File: config.mk
export PLATFORM = sky130hd
export DESIGN_NAME = token_pool_with_reacquire_holdoff_top
export DESIGN_NICKNAME = d
export VERILOG_FILES = /design/src/design/tpool_pkg.sv /design/src/design/token_pool_with_reacquire_holdoff_top.sv /design/src/design/tpool_csr.sv
export SDC_FILE = /design/constraint.sdc
export NUM_CORES = 1
export LEC_CHECK = 0
export CAP_MARGIN = 20
export CORE_UTILIZATION = 55
export DETAILED_ROUTE_END_ITERATION = 8
export DONT_BUFFER_PORTS = 1
export PLACE_DENSITY_LB_ADDON = 0.15
export SLEW_MARGIN = 20
export SYNTH_ARGS = -nofsm -noshare
export SYNTH_HDL_FRONTEND = slang
export SYNTH_SLANG_ARGS = --single-unit
File: constraint.sdc
create_clock -name clock -period 6.1 [get_ports clock]
set_input_delay 1.22 -clock clock [delete_from_list [all_inputs] [get_ports clock]]
set_output_delay 1.22 -clock clock [all_outputs]
set_load 0.01 [all_outputs]
File: src/design/tpool_pkg.sv
// Shared types and constants of the token pool with reacquire holdoff.
package tpool_pkg;

   // Width of the configuration index and of its write data.
   localparam int CSR_INDEX_W = 2;
   localparam int CSR_DATA_W  = 16;

   // Configuration register indexes.
   localparam logic [CSR_INDEX_W-1:0] CSR_POOL_ENABLED  = 2'd0;
   localparam logic [CSR_INDEX_W-1:0] CSR_MAX_TOKENS    = 2'd1;
   localparam logic [CSR_INDEX_W-1:0] CSR_HOLDOFF_TICKS = 2'd2;

   // Fixed widths of the transaction fields.
   localparam int OP_W       = 3;
   localparam int CLIENT_W   = 4;
   localparam int ELAPSED_W  = 16;
   localparam int HOLDOFF_W  = 16;
   localparam int COUNT_W    = 5;

   // Operation codes carried by a request.
   typedef enum logic [OP_W-1:0] {
      OP_TICK    = 3'd0,
      OP_ACQUIRE = 3'd1,
      OP_RELEASE = 3'd2,
      OP_FORGET  = 3'd3,
      OP_CLEAR   = 3'd4
   } tpool_op_type;

   // Sequencer states.
   typedef enum logic [1:0] {
      ST_IDLE,
      ST_CLEAR,
      ST_TICK,
      ST_MODIFY
   } tpool_state_type;

   // Configuration as seen by the pool logic.
   typedef struct packed {
      logic                 pool_enabled;
      logic [COUNT_W-1:0]   max_tokens;
      logic [HOLDOFF_W-1:0] holdoff_ticks;
   } tpool_cfg_type;

endpackage

File: src/design/token_pool_with_reacquire_holdoff_top.sv
// Top level: client memory, sequencer and result register of the token pool.
// Acquire, release, forget and unused codes read their entry, pass through ST_MODIFY and
// register the result strobe. Tick and clear sweep the client memory, one entry a cycle.
// The read-modify-write goes through the memory's one read and one write port; start is
// taken again in the cycle that carries the result. The receiver cannot stall. After
// reset the memory is cleared by a sweep over all NUM_CLIENTS entries while busy is high.
module token_pool_with_reacquire_holdoff_top
   import tpool_pkg::*;
#(
   parameter int NUM_CLIENTS = 16,
   parameter int TIME_BITS   = 16
)
(
   input  logic                   clock,
   input  logic                   reset,
   input  logic                   start,
   output logic                   busy,
   input  logic [OP_W-1:0]        req_op,
   input  logic [CLIENT_W-1:0]    req_client_id,
   input  logic [ELAPSED_W-1:0]   req_elapsed,
   output logic                   rsp_valid,
   output logic                   rsp_granted,
   output logic                   rsp_holding,
   output logic [HOLDOFF_W-1:0]   rsp_holdoff_left,
   output logic [COUNT_W-1:0]     rsp_holder_count,
   input  logic                   csr_valid,
   output logic                   csr_ready,
   input  logic [CSR_INDEX_W-1:0] csr_index,
   input  logic [CSR_DATA_W-1:0]  csr_wdata
);

   localparam int CW  = (NUM_CLIENTS > 1) ? $clog2(NUM_CLIENTS) : 1;
   localparam int HCW = $clog2(NUM_CLIENTS + 1);
   localparam int KW  = (HCW > COUNT_W) ? HCW : COUNT_W;
   localparam int EW  = (TIME_BITS > ELAPSED_W) ? TIME_BITS : ELAPSED_W;
   localparam int MW  = TIME_BITS + 1;
   localparam logic [CW-1:0] LAST_IDX = CW'(NUM_CLIENTS - 1);

   tpool_cfg_type cfg;

   // Control state.
   tpool_state_type state_ff, state_in;
   logic            respond_ff, respond_in;
   logic [HCW-1:0]  count_ff, count_in;
   logic [CW-1:0]   idx_ff, idx_in;
   logic            rsp_valid_ff, rsp_valid_in;

   // Latched transaction and result payload.
   tpool_op_type          op_ff, op_in;
   logic [CLIENT_W-1:0]   cid_ff, cid_in;
   logic                  cid_ok_ff, cid_ok_in;
   logic [ELAPSED_W-1:0]  elapsed_ff, elapsed_in;
   logic                  rsp_granted_ff, rsp_granted_in;
   logic                  rsp_holding_ff, rsp_holding_in;
   logic [TIME_BITS-1:0]  rsp_timer_ff, rsp_timer_in;

   // Client memory: holder bit above the holdoff timer.
   logic [MW-1:0] client_mem [NUM_CLIENTS];
   logic [MW-1:0] mem_rdata_ff;
   logic          mem_re;
   logic [CW-1:0] mem_raddr;
   logic          mem_we;
   logic [CW-1:0] mem_waddr;
   logic [MW-1:0] mem_wdata;

   // Helpers for the entry under modification.
   logic                 ent_hold;
   logic [TIME_BITS-1:0] ent_timer;
   logic [EW-1:0]        tick_timer;
   logic [EW-1:0]        tick_elapsed;
   logic [TIME_BITS-1:0] tick_next;
   logic                 load_wide;
   logic [TIME_BITS-1:0] load_value;
   logic                 below_max;
   logic                 accept;
   logic [CW-1:0]        cid_addr;

   tpool_csr u_csr (
      .clock     (clock),
      .reset     (reset),
      .csr_valid (csr_valid),
      .csr_ready (csr_ready),
      .csr_index (csr_index),
      .csr_wdata (csr_wdata),
      .cfg       (cfg)
   );

   assign busy             = (state_ff != ST_IDLE);
   assign accept           = start && !busy;
   assign rsp_valid        = rsp_valid_ff;
   assign rsp_granted      = rsp_granted_ff;
   assign rsp_holding      = rsp_holding_ff;
   assign rsp_holdoff_left = HOLDOFF_W'(rsp_timer_ff);
   assign rsp_holder_count = COUNT_W'(count_ff);

   // Fields of the entry read back from memory and derived values.
   assign ent_hold     = mem_rdata_ff[TIME_BITS];
   assign ent_timer    = mem_rdata_ff[TIME_BITS-1:0];
   assign tick_timer   = EW'(ent_timer);
   assign tick_elapsed = EW'(elapsed_ff);
   assign tick_next    = (tick_timer <= tick_elapsed) ? '0 :
                         TIME_BITS'(tick_timer - tick_elapsed);
   assign load_wide    = ((EW'(cfg.holdoff_ticks) >> TIME_BITS) != '0);
   assign load_value   = load_wide ? '1 : TIME_BITS'(cfg.holdoff_ticks);
   assign below_max    = (KW'(count_ff) < KW'(cfg.max_tokens));
   assign cid_addr     = CW'(cid_ff);

   // Sequencer: next state, memory accesses and result.
   always_comb begin
      logic                 new_hold;
      logic [TIME_BITS-1:0] new_timer;
      logic [HCW-1:0]       new_count;
      logic                 grant;

      new_hold  = ent_hold;
      new_timer = ent_timer;
      new_count = count_ff;
      grant     = 1'b0;

      state_in       = state_ff;
      respond_in     = respond_ff;
      count_in       = count_ff;
      idx_in         = idx_ff;
      rsp_valid_in   = 1'b0;
      op_in          = op_ff;
      cid_in         = cid_ff;
      cid_ok_in      = cid_ok_ff;
      elapsed_in     = elapsed_ff;
      rsp_granted_in = rsp_granted_ff;
      rsp_holding_in = rsp_holding_ff;
      rsp_timer_in   = rsp_timer_ff;
      mem_re         = 1'b0;
      mem_raddr      = '0;
      mem_we         = 1'b0;
      mem_waddr      = idx_ff;
      mem_wdata      = '0;

      case (state_ff)
         ST_IDLE: begin
            if (accept) begin
               op_in          = tpool_op_type'(req_op);
               cid_in         = req_client_id;
               cid_ok_in      = (int'(req_client_id) < NUM_CLIENTS);
               elapsed_in     = req_elapsed;
               rsp_granted_in = 1'b0;
               rsp_holding_in = 1'b0;
               rsp_timer_in   = '0;
               idx_in         = '0;
               mem_re         = 1'b1;
               case (tpool_op_type'(req_op))
                  OP_TICK: begin
                     mem_raddr = '0;
                     state_in  = ST_TICK;
                  end
                  OP_CLEAR: begin
                     respond_in = 1'b1;
                     state_in   = ST_CLEAR;
                  end
                  default: begin
                     mem_raddr = CW'(req_client_id);
                     state_in  = ST_MODIFY;
                  end
               endcase
            end
         end

         ST_CLEAR: begin
            mem_we    = 1'b1;
            mem_wdata = '0;
            idx_in    = CW'(idx_ff + 1'b1);
            if (idx_ff == LAST_IDX) begin
               count_in     = '0;
               rsp_valid_in = respond_ff;
               respond_in   = 1'b0;
               state_in     = ST_IDLE;
            end
         end

         ST_TICK: begin
            // Write back the entry that arrived and fetch the following one.
            mem_we    = 1'b1;
            mem_wdata = {ent_hold, tick_next};
            if (cid_ok_ff && (idx_ff == cid_addr)) begin
               rsp_holding_in = ent_hold;
               rsp_timer_in   = tick_next;
            end
            idx_in = CW'(idx_ff + 1'b1);
            if (idx_ff == LAST_IDX) begin
               rsp_valid_in = 1'b1;
               state_in     = ST_IDLE;
            end else begin
               mem_re    = 1'b1;
               mem_raddr = CW'(idx_ff + 1'b1);
            end
         end

         ST_MODIFY: begin
            case (op_ff)
               OP_ACQUIRE: begin
                  if (!cfg.pool_enabled || ent_hold) begin
                     grant = 1'b1;
                  end else if ((ent_timer == '0) && below_max) begin
                     new_hold  = 1'b1;
                     new_count = HCW'(count_ff + 1'b1);
                     grant     = 1'b1;
                  end
               end
               OP_RELEASE: begin
                  if (ent_hold) begin
                     new_hold  = 1'b0;
                     new_count = HCW'(count_ff - 1'b1);
                     if (cfg.holdoff_ticks != '0) begin
                        new_timer = load_value;
                     end
                  end
               end
               OP_FORGET: begin
                  if (ent_hold) begin
                     new_hold  = 1'b0;
                     new_count = HCW'(count_ff - 1'b1);
                  end
                  new_timer = '0;
               end
               default: begin
                  new_hold = ent_hold;
               end
            endcase
            // An out-of-range client leaves every entry untouched.
            if (cid_ok_ff) begin
               mem_we         = 1'b1;
               mem_waddr      = cid_addr;
               mem_wdata      = {new_hold, new_timer};
               count_in       = new_count;
               rsp_granted_in = grant;
               rsp_holding_in = new_hold;
               rsp_timer_in   = new_timer;
            end
            rsp_valid_in = 1'b1;
            state_in     = ST_IDLE;
         end

         default: begin
            state_in = ST_IDLE;
         end
      endcase
   end

   // Control registers; reset starts the clearing sweep.
   always_ff @(posedge clock) begin
      if (reset) begin
         state_ff     <= ST_CLEAR;
         respond_ff   <= 1'b0;
         count_ff     <= '0;
         idx_ff       <= '0;
         rsp_valid_ff <= 1'b0;
      end else begin
         state_ff     <= state_in;
         respond_ff   <= respond_in;
         count_ff     <= count_in;
         idx_ff       <= idx_in;
         rsp_valid_ff <= rsp_valid_in;
      end
   end

   // Transaction and result payload registers.
   always_ff @(posedge clock) begin
      op_ff          <= op_in;
      cid_ff         <= cid_in;
      cid_ok_ff      <= cid_ok_in;
      elapsed_ff     <= elapsed_in;
      rsp_granted_ff <= rsp_granted_in;
      rsp_holding_ff <= rsp_holding_in;
      rsp_timer_ff   <= rsp_timer_in;
   end

   // Client memory with registered read data.
   always_ff @(posedge clock) begin
      if (mem_we) begin
         client_mem[mem_waddr] <= mem_wdata;
      end
      if (mem_re) begin
         mem_rdata_ff <= client_mem[mem_raddr];
      end
   end

   // A result strobe only follows a busy cycle.
   a_rsp_after_busy: assert property (@(posedge clock) disable iff (reset)
      rsp_valid |-> $past(busy))
      else $error("result strobe without a transaction in progress");

   // An accepted transaction makes the block busy in the next cycle.
   a_busy_after_start: assert property (@(posedge clock) disable iff (reset)
      (start && !busy) |=> busy)
      else $error("accepted transaction did not start work");

   // The holder count never exceeds the number of clients.
   a_count_bound: assert property (@(posedge clock) disable iff (reset)
      int'(count_ff) <= NUM_CLIENTS)
      else $error("holder count above the number of clients");

   // A sweep never writes and reads the same entry in one cycle.
   a_no_rw_clash: assert property (@(posedge clock) disable iff (reset)
      (mem_we && mem_re) |-> (mem_waddr != mem_raddr))
      else $error("memory read and write collide on one entry");

endmodule

File: src/design/tpool_csr.sv
// Configuration registers of the token pool.
module tpool_csr
   import tpool_pkg::*;
(
   input  logic                   clock,
   input  logic                   reset,
   input  logic                   csr_valid,
   output logic                   csr_ready,
   input  logic [CSR_INDEX_W-1:0] csr_index,
   input  logic [CSR_DATA_W-1:0]  csr_wdata,
   output tpool_cfg_type          cfg
);

   tpool_cfg_type cfg_ff;
   tpool_cfg_type cfg_in;

   // A write is always taken at once.
   assign csr_ready = 1'b1;
   assign cfg       = cfg_ff;

   // Decode the index and update the addressed register.
   always_comb begin
      cfg_in = cfg_ff;
      if (csr_valid) begin
         case (csr_index)
            CSR_POOL_ENABLED:  cfg_in.pool_enabled  = csr_wdata[0];
            CSR_MAX_TOKENS:    cfg_in.max_tokens    = csr_wdata[COUNT_W-1:0];
            CSR_HOLDOFF_TICKS: cfg_in.holdoff_ticks = csr_wdata[HOLDOFF_W-1:0];
            default:           cfg_in = cfg_ff;
         endcase
      end
   end

   // Register file with its reset values.
   always_ff @(posedge clock) begin
      if (reset) begin
         cfg_ff.pool_enabled  <= 1'b1;
         cfg_ff.max_tokens    <= COUNT_W'(1);
         cfg_ff.holdoff_ticks <= '0;
      end else begin
         cfg_ff <= cfg_in;
      end
   end

endmodule

; After elaboration in Yosys (flattened, before gate mapping)
; Memory sizes are Yosys's and may differ from the RTL's. A register that Yosys moved wholly into a read port is not among the register bits.
; Cells that the tools add are included.
[totals]
n_memories = 1
wordCells = 119
out_inout_bits = 26
ram_bits = 272
register_bits = 76
[memory_table]
columns = memory, depth, word_bits, read_ports, rd_clocked_by_memory_dff, write_ports, line
row1 = client_mem, 16, 17, 1, 1, 1, token_pool_with_reacquire_holdoff_top.sv:58  ; logic [MW-1:0] client_mem [NUM_CLIENTS];
[classes]
n_mux = 48
n_eq_ne = 20
reduce_logical = 30
add_sub_neg = 4
order_cmp = 2
[op_table]
columns = operator, n
row1 = $mux 16, 5
row2 = $pmux 16 s3, 1
row3 = $pmux 17 s2, 1
row4 = $pmux 16 s2, 1
row5 = $mux 4, 5
row6 = $mux 5, 4
row7 = $pmux 5 s2, 2
row8 = $mux 1, 17
row9 = $le 16x16->1, 1
row10 = $logic_not 16->1, 1
row11 = $pmux 4 s2, 2
row12 = $reduce_bool 16->1, 1
row13 = $sub 16x16->16, 1
row14 = $reduce_and 2->1, 7
row15 = $reduce_bool 2->1, 5
row16 = $ne 3x3->1 const B, 3
row17 = $pmux 1 s2, 4
row18 = $eq 2x2->1 const B, 3
row19 = $eq 3x2->1 const B, 2
row20 = $ne 2x2->1 const B, 3
row21 = $pmux 1 s3, 2
row22 = $pmux 2 s3, 1
row23 = $reduce_and 6->1, 1
row24 = $reduce_or 2->1, 3
row25 = other kinds (22), 28

; Depth between registers and ports, before layout
; Gate-level depths: netlist (run 1).
[logic_depth]
word_depth = 6
ltp_mapped = 12

; Modules after synthesis
; Synthesis (run 1) repeated with hierarchy kept, for this count alone.
[unflattened]
hier_cells = 1159
hier_area_um2 = 15820.2
[by_module_without_submodules]
columns = mod, instances, area_each_um2, cells_per_inst, seq_area_each_um2
row1 = token_pool_with_reacquire_holdoff_top, 1, 14849.2, 1065, 10169.8
row2 = tpool_csr, 1, 970.9, 94, 440.4

; Least setup slack after synthesis (run 1)
; Ideal clock, no wire load.
[synth_timing]
path_type = input-to-reg
startpoint = input port start
endpoint = register rsp_holding_ff, in the netlist rsp_holding (enable)
stages = 2
required_ns = 5.682
path_buffers = 0
slack_ns = 3.055
arrival_time_ns = 2.627
setup_ns = 0.418
path_cell_list = nor2_1 -> a211oi_1
[synth_between]
elab_chain_cells = 3
[synth_rtl]
columns = item, line
row1 = start: declaration, token_pool_with_reacquire_holdoff_top.sv:16  ; input logic start,
row2 = $logic_and 1x1->1, token_pool_with_reacquire_holdoff_top.sv:89  ; assign accept = start && !busy;
row3 = $ne 2x2->1 (no line), --
row4 = $reduce_and 3->1 (no line), --
row5 = end signal: assignment, token_pool_with_reacquire_holdoff_top.sv:272  ; rsp_holding_ff <= rsp_holding_in;
row6 = end: declaration, token_pool_with_reacquire_holdoff_top.sv:54  ; logic rsp_holding_ff, rsp_holding_in;
; No other way between the ends.
; A chain may end at the register's enable or synchronous reset.

; Worst setup path in the final report (run 1)
[layout_timing]
startpoint = register state_ff[0]
endpoint = register mem_rdata_ff[3], read port of client_mem, data pin
[layout_between]
elab_chain_cells = 5
word_cells_on_any_way = 9
[layout_rtl]
columns = item, line
row1 = start: declaration, token_pool_with_reacquire_holdoff_top.sv:42  ; tpool_state_type state_ff, state_in;
row2 = start signal: assignment, token_pool_with_reacquire_holdoff_top.sv:257  ; state_ff <= state_in;
row3 = $reduce_bool 2->1, token_pool_with_reacquire_holdoff_top.sv:88  ; assign busy = (state_ff != ST_IDLE);
row4 = $logic_not 1->1, token_pool_with_reacquire_holdoff_top.sv:89
row5 = $logic_and 1x1->1, token_pool_with_reacquire_holdoff_top.sv:89
row6 = $mux 4 or $mux 1 (tied branches), token_pool_with_reacquire_holdoff_top.sv:140  ; if (accept) begin
row7 = $pmux 4 s2 or $pmux 1 s2 (tied branches), token_pool_with_reacquire_holdoff_top.sv:138  ; case (state_ff)
row8 = end: declaration, token_pool_with_reacquire_holdoff_top.sv:59  ; logic [MW-1:0] mem_rdata_ff;
; Parallel ways exist; a longest one is shown, timed or not.

==> out/qor.csv, run 1 <==
metric,value,unit
synth_area,15700,µm²
synthTopCellsByArea,"edfxtp_1, mux2i_1, dfxtp_1, nand2_1, ha_1",
hold_depth,2,
cts_buffer_depth,3,
htreeDepth,2,
synth_simple_gate_area_share,8.995,%
synth_mux_area_share,6.900,%
synth-async-reset-ratio,0,%
gp_congestion,0.8859,
synth_adder_area_share,2.566,%
portBuffers,0,
finalCritPeriodShare,62.92,%
vdd_drop_max,0.2748,mV
ios,71,
ys.flop_type,edfxtp_1,
synth_top_area_share,63.10,%
clk-insertion-delay-late,0.53,ns
num_rows,61,
cts_resized,0,
start_util,56.22,%
synth_largest_area_cell,edfxtp_1,
finalHoldViolations,0,
rsz0062_at_grt,no,
path_clk_slew,0.06,ns
yosysWarnings,0,
finalNetCount,1259,
yosysMostFrequentCell,edfxtp_1,
syn-mean-instance-area,13.53,µm²
slew-limit-headroom,23.47,%
powerDensity,367.3,nW/µm²
rr_worst_depth,8,
die-area,29230,µm²
setup_slack,2.262,ns
post-route-drc-count,0,
clock_sinks,365,
critPathKind,reg2reg,
cp-end-kind,flop,
yosysUniqueCellTypes,67,
totalWireLength,37280,µm
grt_pass1_vias,9120,
synthXorXnorAreaFrac,1.060,%
fp.coreArea,27930,µm²
numCtsBuffers,39,
dr.first_iter.drc_count,897,
fmax,260.5,MHz
r2r_start,state_ff[0]$_SDFFE_PP1P_,
ant_nets,0,
worstPathArrival,4.11,ns
grt_start_max_net_pins,63,
hp-start,u_csr.cfg[0]$_SDFFE_PP0P_,
wire_per_inst,23.43,µm
status,completed,
grt-ovfl-total,0,
yosys-top-cells-count,"edfxtp_1, nand2_1, mux2i_1",
synth_seq_cells,365,
vias,9775,
drt-pass1-iter-count,5,
required,6.37,ns
synth_edf_count,330,
min_period,3.838,ns
vias_per_cell,6.144,
ys_seq_area_share,67.56,%
drive_above_1_share,10.72,%
power,6420,µW
grt_usage,25.84,%
holdPathEnd,u_csr.cfg[0]$_SDFFE_PP0P_,
ctsRootBufferMaster,clkbuf_16,
slew_violations,0,
syn_to_final_growth,11.32,%
netlist_instances,1161,
finalSetupViolCount,0,
fin_skew,0.01151,ns
setup_tns,0,ns
cp-start-kind,flop,
cts_tree,done,
tightestPinTransition,1.145,ns
cp_max_fo,62,
p_leak,0.005691,µW
die_height,171.0,µm
antenna_cells,0,
min_path_type,reg2reg,
synth_compound_area_share,9.872,%
post_cts.repair.setup_buffers,0,
hpwl,23160,µm
placedCellCount,1520,
r2r_slack,2.26,ns
fin_cells,1591,
die_w,171.0,µm
pre_cts_ws,2.083,ns
maxCapViolCount,0,
synth_top_family_by_area,compound AO/OA/AOI/OAI gates,
rr_endpoint,mem_rdata_ff[3]$_DFFE_PP_,
postCtsHoldBufs,0,
synth.net_count,1237,
grt_pass1_wl,55080,µm
antenna_found_initial,0,
[area by class of cell]
class,count,area (µm²)
Multi-Input combinational cell,704,4720
Sequential cell,365,10610
Clock inverter,25,251.5
Clock buffer,46,1022
Timing Repair Buffer,35,262.8
Tap cell,378,473.0
Inverter,38,142.6
Fill cell,2163,10450
[stage by stage]
step	hold WS, ns	instance area, µm²	utilization (%)
3_3_place_gp	0.4617	16180	57.94
5_1_grt	0.4883	17480	62.58
2_1_floorplan	0.4366	15700	-
3_5_place_dp	0.4629	16190	57.96
4_1_cts	0.4740	17460	62.52
6_report	0.4749	17480	62.58
[layout by cell type (no fill, tap or decap), drive strengths merged, types with 4 or more instances in the layout]
cell type,count
edfxtp,330
nand2,180
mux2i,106
a21oi,66
o22ai,51
nor2,48
clkbuf,46
inv,38
dfxtp,35
buf,35
ha,29
nor4,26
o21ai,23
a22oi,17
clkinv,17
xnor2,13
nand2b,11
nand4,9
o211ai,9
o2bb2ai,9
nand3,8
a21o,7
a22o,7
xor2,6
a211oi,6
nor3,5
a31oi,5
and3,5
a211o,4
nand3b,4
clkinvlp,4
bufinv,4
a32o,4
[how the worst max path moves through the flow]
| stage | start | endpoint | slack [ns] | cells after the start |
|---|---|---|---|---|
| 2_1_floorplan | start | rsp_holding$_DFFE_PP_ | 3.06 | 2 |
| 3_3_place_gp | req_op[1] | mem_rdata_ff[5]$_DFFE_PP_ | 2.13 | 7 |
| 3_5_place_dp | req_op[1] | mem_rdata_ff[3]$_DFFE_PP_ | 2.08 | 7 |
| 4_1_cts | state_ff[0]$_SDFFE_PP1P_ | mem_rdata_ff[3]$_DFFE_PP_ | 2.31 | 8 |
| 5_1_grt | state_ff[0]$_SDFFE_PP1P_ | mem_rdata_ff[3]$_DFFE_PP_ | 2.06 | 8 |
| 6_report | state_ff[0]$_SDFFE_PP1P_ | mem_rdata_ff[3]$_DFFE_PP_ | 2.26 | 8 |
[critical path, cell delays in order (launching register included)]
cell     delay, ns
dfxtp_1       0.33
inv_1         0.12
ha_1          0.65
a32o_4        1.01
buf_4         0.53
mux2i_1       0.24
o22ai_1       0.10
nor4_1        0.44
nand2_1       0.10
[routing by layer]
metal	GRT usage, %	up-vias	routed length (µm)
li1	-	4461	-
met4	9.705	0	1163
met5	0	-	0
met2	40.77	387	17210
met1	36.69	4855	16310
met3	3.400	72	2590
[where the power goes]
part	leakage [µW]	switching (µW)	internal, µW
logic	0.00196	617	315
clock network	0.000619	969	1370
registers	0.00312	119	3030
total	0.00569	1700	4720
[registers in the layout, summed over array words and instances (netlist names)]
register          flops
rsp_granted           1
idx_ff                4
mem_rdata_ff         17
rsp_valid             1
client_mem          272
state_ff              2
cid_addr              4
rsp_holding           1
elapsed_ff           16
rsp_holder_count      5
respond_ff            1
op_ff                 3
rsp_holdoff_left     16
u_csr.cfg            22
[kinds of logic (layout without fill, tap and decap cells)]
kind of cell / Yosys count / in the layout
DFF: 365 / 365
and+or+nand+nor: 313 / 313
AOI/OAI and AO/OA: 232 / 232
muxes: 108 / 108
buffers and inverters: 92 / 144
adders and majority gates: 31 / 31
xor gates and xnor gates: 19 / 19
other: 1 / 1
(Power assumes the default switching activity.)
==> run 2, diff against run 1 <==
==> constraint.sdc (replaced) <==
create_clock -name clock -period 3.7 [get_ports clock]
set_input_delay 0.74 -clock clock [delete_from_list [all_inputs] [get_ports clock]]
set_output_delay 0.74 -clock clock [all_outputs]
set_load 0.01 [all_outputs]
==> run 2 against run 1 <==
Flip-flop and latch count stayed put. Setup slack got worse by 1.7 ns. Non-clock buffer count increased by 19. Sequential share of layout area down 0.26 points. Cell area rose by 0.44%. Largest power group unchanged. Routed wire length increased by 4.5%. First-iteration DRC count down 4.2%. Global-route usage is 1.1 points higher.
==> out/qor.csv, run 2 (synthesized netlist as in run 1, its figures left out) <==
metric,value,unit,change
status,completed,,unchanged
cts_buffer_depth,3,,unchanged
ios,71,,unchanged
clock_sinks,365,,unchanged
die-area,29230,µm²,unchanged
layout_common_cells,"edfxtp_1, nand2_1, mux2i_1, a21oi_1, o22ai_1",,unchanged
drive_above_1_share,11.06,%,was 10.72%
hpwl,23750,µm,"was 23,160 µm"
path_clk_slew,0.06,ns,about the same
drt-pass1-iter-count,5,,unchanged
required,3.88,ns,was 6.37 ns
hp-start,reset,,was u_csr.cfg[0]$_SDFFE_PP0P_
crit_buf_inv,2,,unchanged
vias_per_cell,6.070,,was 6.144
cts_tree,done,,unchanged
grt-ovfl-total,0,,unchanged
grt_usage,26.95,%,was 25.84%
fin_skew,0.01980,ns,was 0.01151 ns
r2r_start,mem_rdata_ff[0]$_DFFE_PP_,,was state_ff[0]$_SDFFE_PP1P_
cp_max_fo,17,,was 62
grt_pass1_vias,9367,,"was 9,120"
critPathKind,reg2reg,,unchanged
post-route-drc-count,0,,unchanged
startpoint,mem_rdata_ff[0]$_DFFE_PP_,,was state_ff[0]$_SDFFE_PP1P_
nFillCells,2172,,"was 2,163"
ctsRootBufferMaster,clkbuf_16,,unchanged
maxCapViolCount,0,,unchanged
fp.coreArea,27930,µm²,unchanged
regMostFlops,client_mem,,unchanged
cp-start-kind,flop,,unchanged
num_rows,61,,unchanged
finalSetupViolCount,0,,unchanged
cp_slowest_cell,o2bb2ai_1,,was a32o_4
start_util,56.22,%,unchanged
fmax,317.6,MHz,was 260.5 MHz
vias,9760,,"was 9,775"
fin_hold_ws,0.2711,ns,was 0.4749 ns
grt_pass1_wl,56460,µm,"was 55,080 µm"
grt_start_max_net_pins,45,,was 63
finalHoldViolations,0,,unchanged
largest_reg_flops,272,,unchanged
p_leak,0.005751,µW,was 0.005691 µW
dr.first_iter.drc_count,859,,was 897
slew-limit-headroom,30.36,%,was 23.47%
wire_per_inst,24.24,µm,was 23.43 µm
totalWireLength,38970,µm,"was 37,280 µm"
ant_nets,0,,unchanged
portBuffers,0,,unchanged
worstPathArrival,3.33,ns,was 4.11 ns
powerDensity,597.7,nW/µm²,was 367.3 nW/µm²
numCtsBuffers,39,,unchanged
cp-end-kind,flop,,unchanged
clk-insertion-delay-late,0.54,ns,was 0.53 ns
antenna_cells,0,,unchanged
max_stage_delay,0.50,ns,was 1.01 ns
slew_violations,0,,unchanged
die_height,171.0,µm,unchanged
rsz0062_at_grt,no,,unchanged
gp_congestion,0.8867,,was 0.8859
min_path_type,in2reg,,was reg2reg
min_period,3.148,ns,was 3.838 ns
finalCritPeriodShare,85.08,%,was 62.92%
cts_resized,0,,unchanged
htreeDepth,2,,unchanged
layout_commonest_cell,edfxtp_1,,unchanged
multi_input_area,4706,µm²,was 4720 µm²
finalNetCount,1278,,"was 1,259"
tightestPinTransition,1.045,ns,was 1.145 ns
antenna_found_initial,0,,unchanged
path_delay_family,compound AO/OA/AOI/OAI gates,,unchanged
crit_top_cell,a21oi_1,,
cp_cell_sequence,inv_1 > ha_1 > fa_1 > nand2b_1 > a21oi_1 > o21ai_0 > a21oi_1 > o311a_1 > buf_4 > o2bb2ai_1,,was inv_1 > ha_1 > a32o_4 > buf_4 > mux2i_1 > o22ai_1 > nor4_1 > nand2_1
postCtsHoldBufs,0,,unchanged
post_cts.repair.setup_buffers,0,,unchanged
ff_latch_area,10610,µm²,unchanged
vdd_drop_max,0.3703,mV,was 0.2748 mV
die_w,171.0,µm,unchanged
syn_to_final_growth,11.81,%,was 11.32%
setup_tns,0,ns,unchanged
==> run 2: cell types whose count changed in the layout (fill, tap and decap cells not counted), sizes merged <==
| cell | change |
|---|---|
| inv | +3 |
| bufinv | -3 |
| buf | +19 |
| clkbuf | +7 |
| clkinvlp | -4 |
| clkinv | -5 |
==> run 2: routing by layer <==
metal	track usage, %	vias to the layer above	wire length (µm)
met5	0	-	0
met3	5.320	83	2890
met1	35.14	4837	16070
met2	45.48	355	18900
met4	8.424	0	1114
li1	-	4485	-
==> run 2: cell type report <==
cell class	count	share of cell area, %
flip-flops and latches	365	60.43
multi-input cells	704	26.80
clock buffers	53	5.915
well taps	378	2.694
repair buffers	54	2.594
inverters	38	0.8124
clock inverters	16	0.7554
==> run 2: power breakdown <==
group	switching [µW]	internal [µW]
Sequential	187	4990
Clock	1560	2050
Combinational	1130	570
==> run 2: through the flow <==
stage,area [µm²],utilization [%],total power (µW),cells,setup WS [ns]
after floorplan,15700,-,6264,1161,0.9616
after global placement,16370,58.62,6914,1539,0.6662
after detailed placement,16370,58.62,6938,1539,0.5659
after CTS,17550,62.81,10530,1608,0.5511
after global routing,17560,62.86,10880,1608,0.3246
final,17560,62.86,10500,1608,0.5519
==> run 2: final timing paths <==
path                                endpoint  slack, ns  cells past startpoint
hold / removal        idx_ff[2]$_SDFFE_PP0P_       0.27                      1
setup reg to reg  client_mem[1][3]$_DFFE_PP_       0.55                     10
hold reg to reg   u_csr.cfg[16]$_SDFFE_PP1P_       0.47                      1
setup / recovery  client_mem[1][3]$_DFFE_PP_       0.55                     10
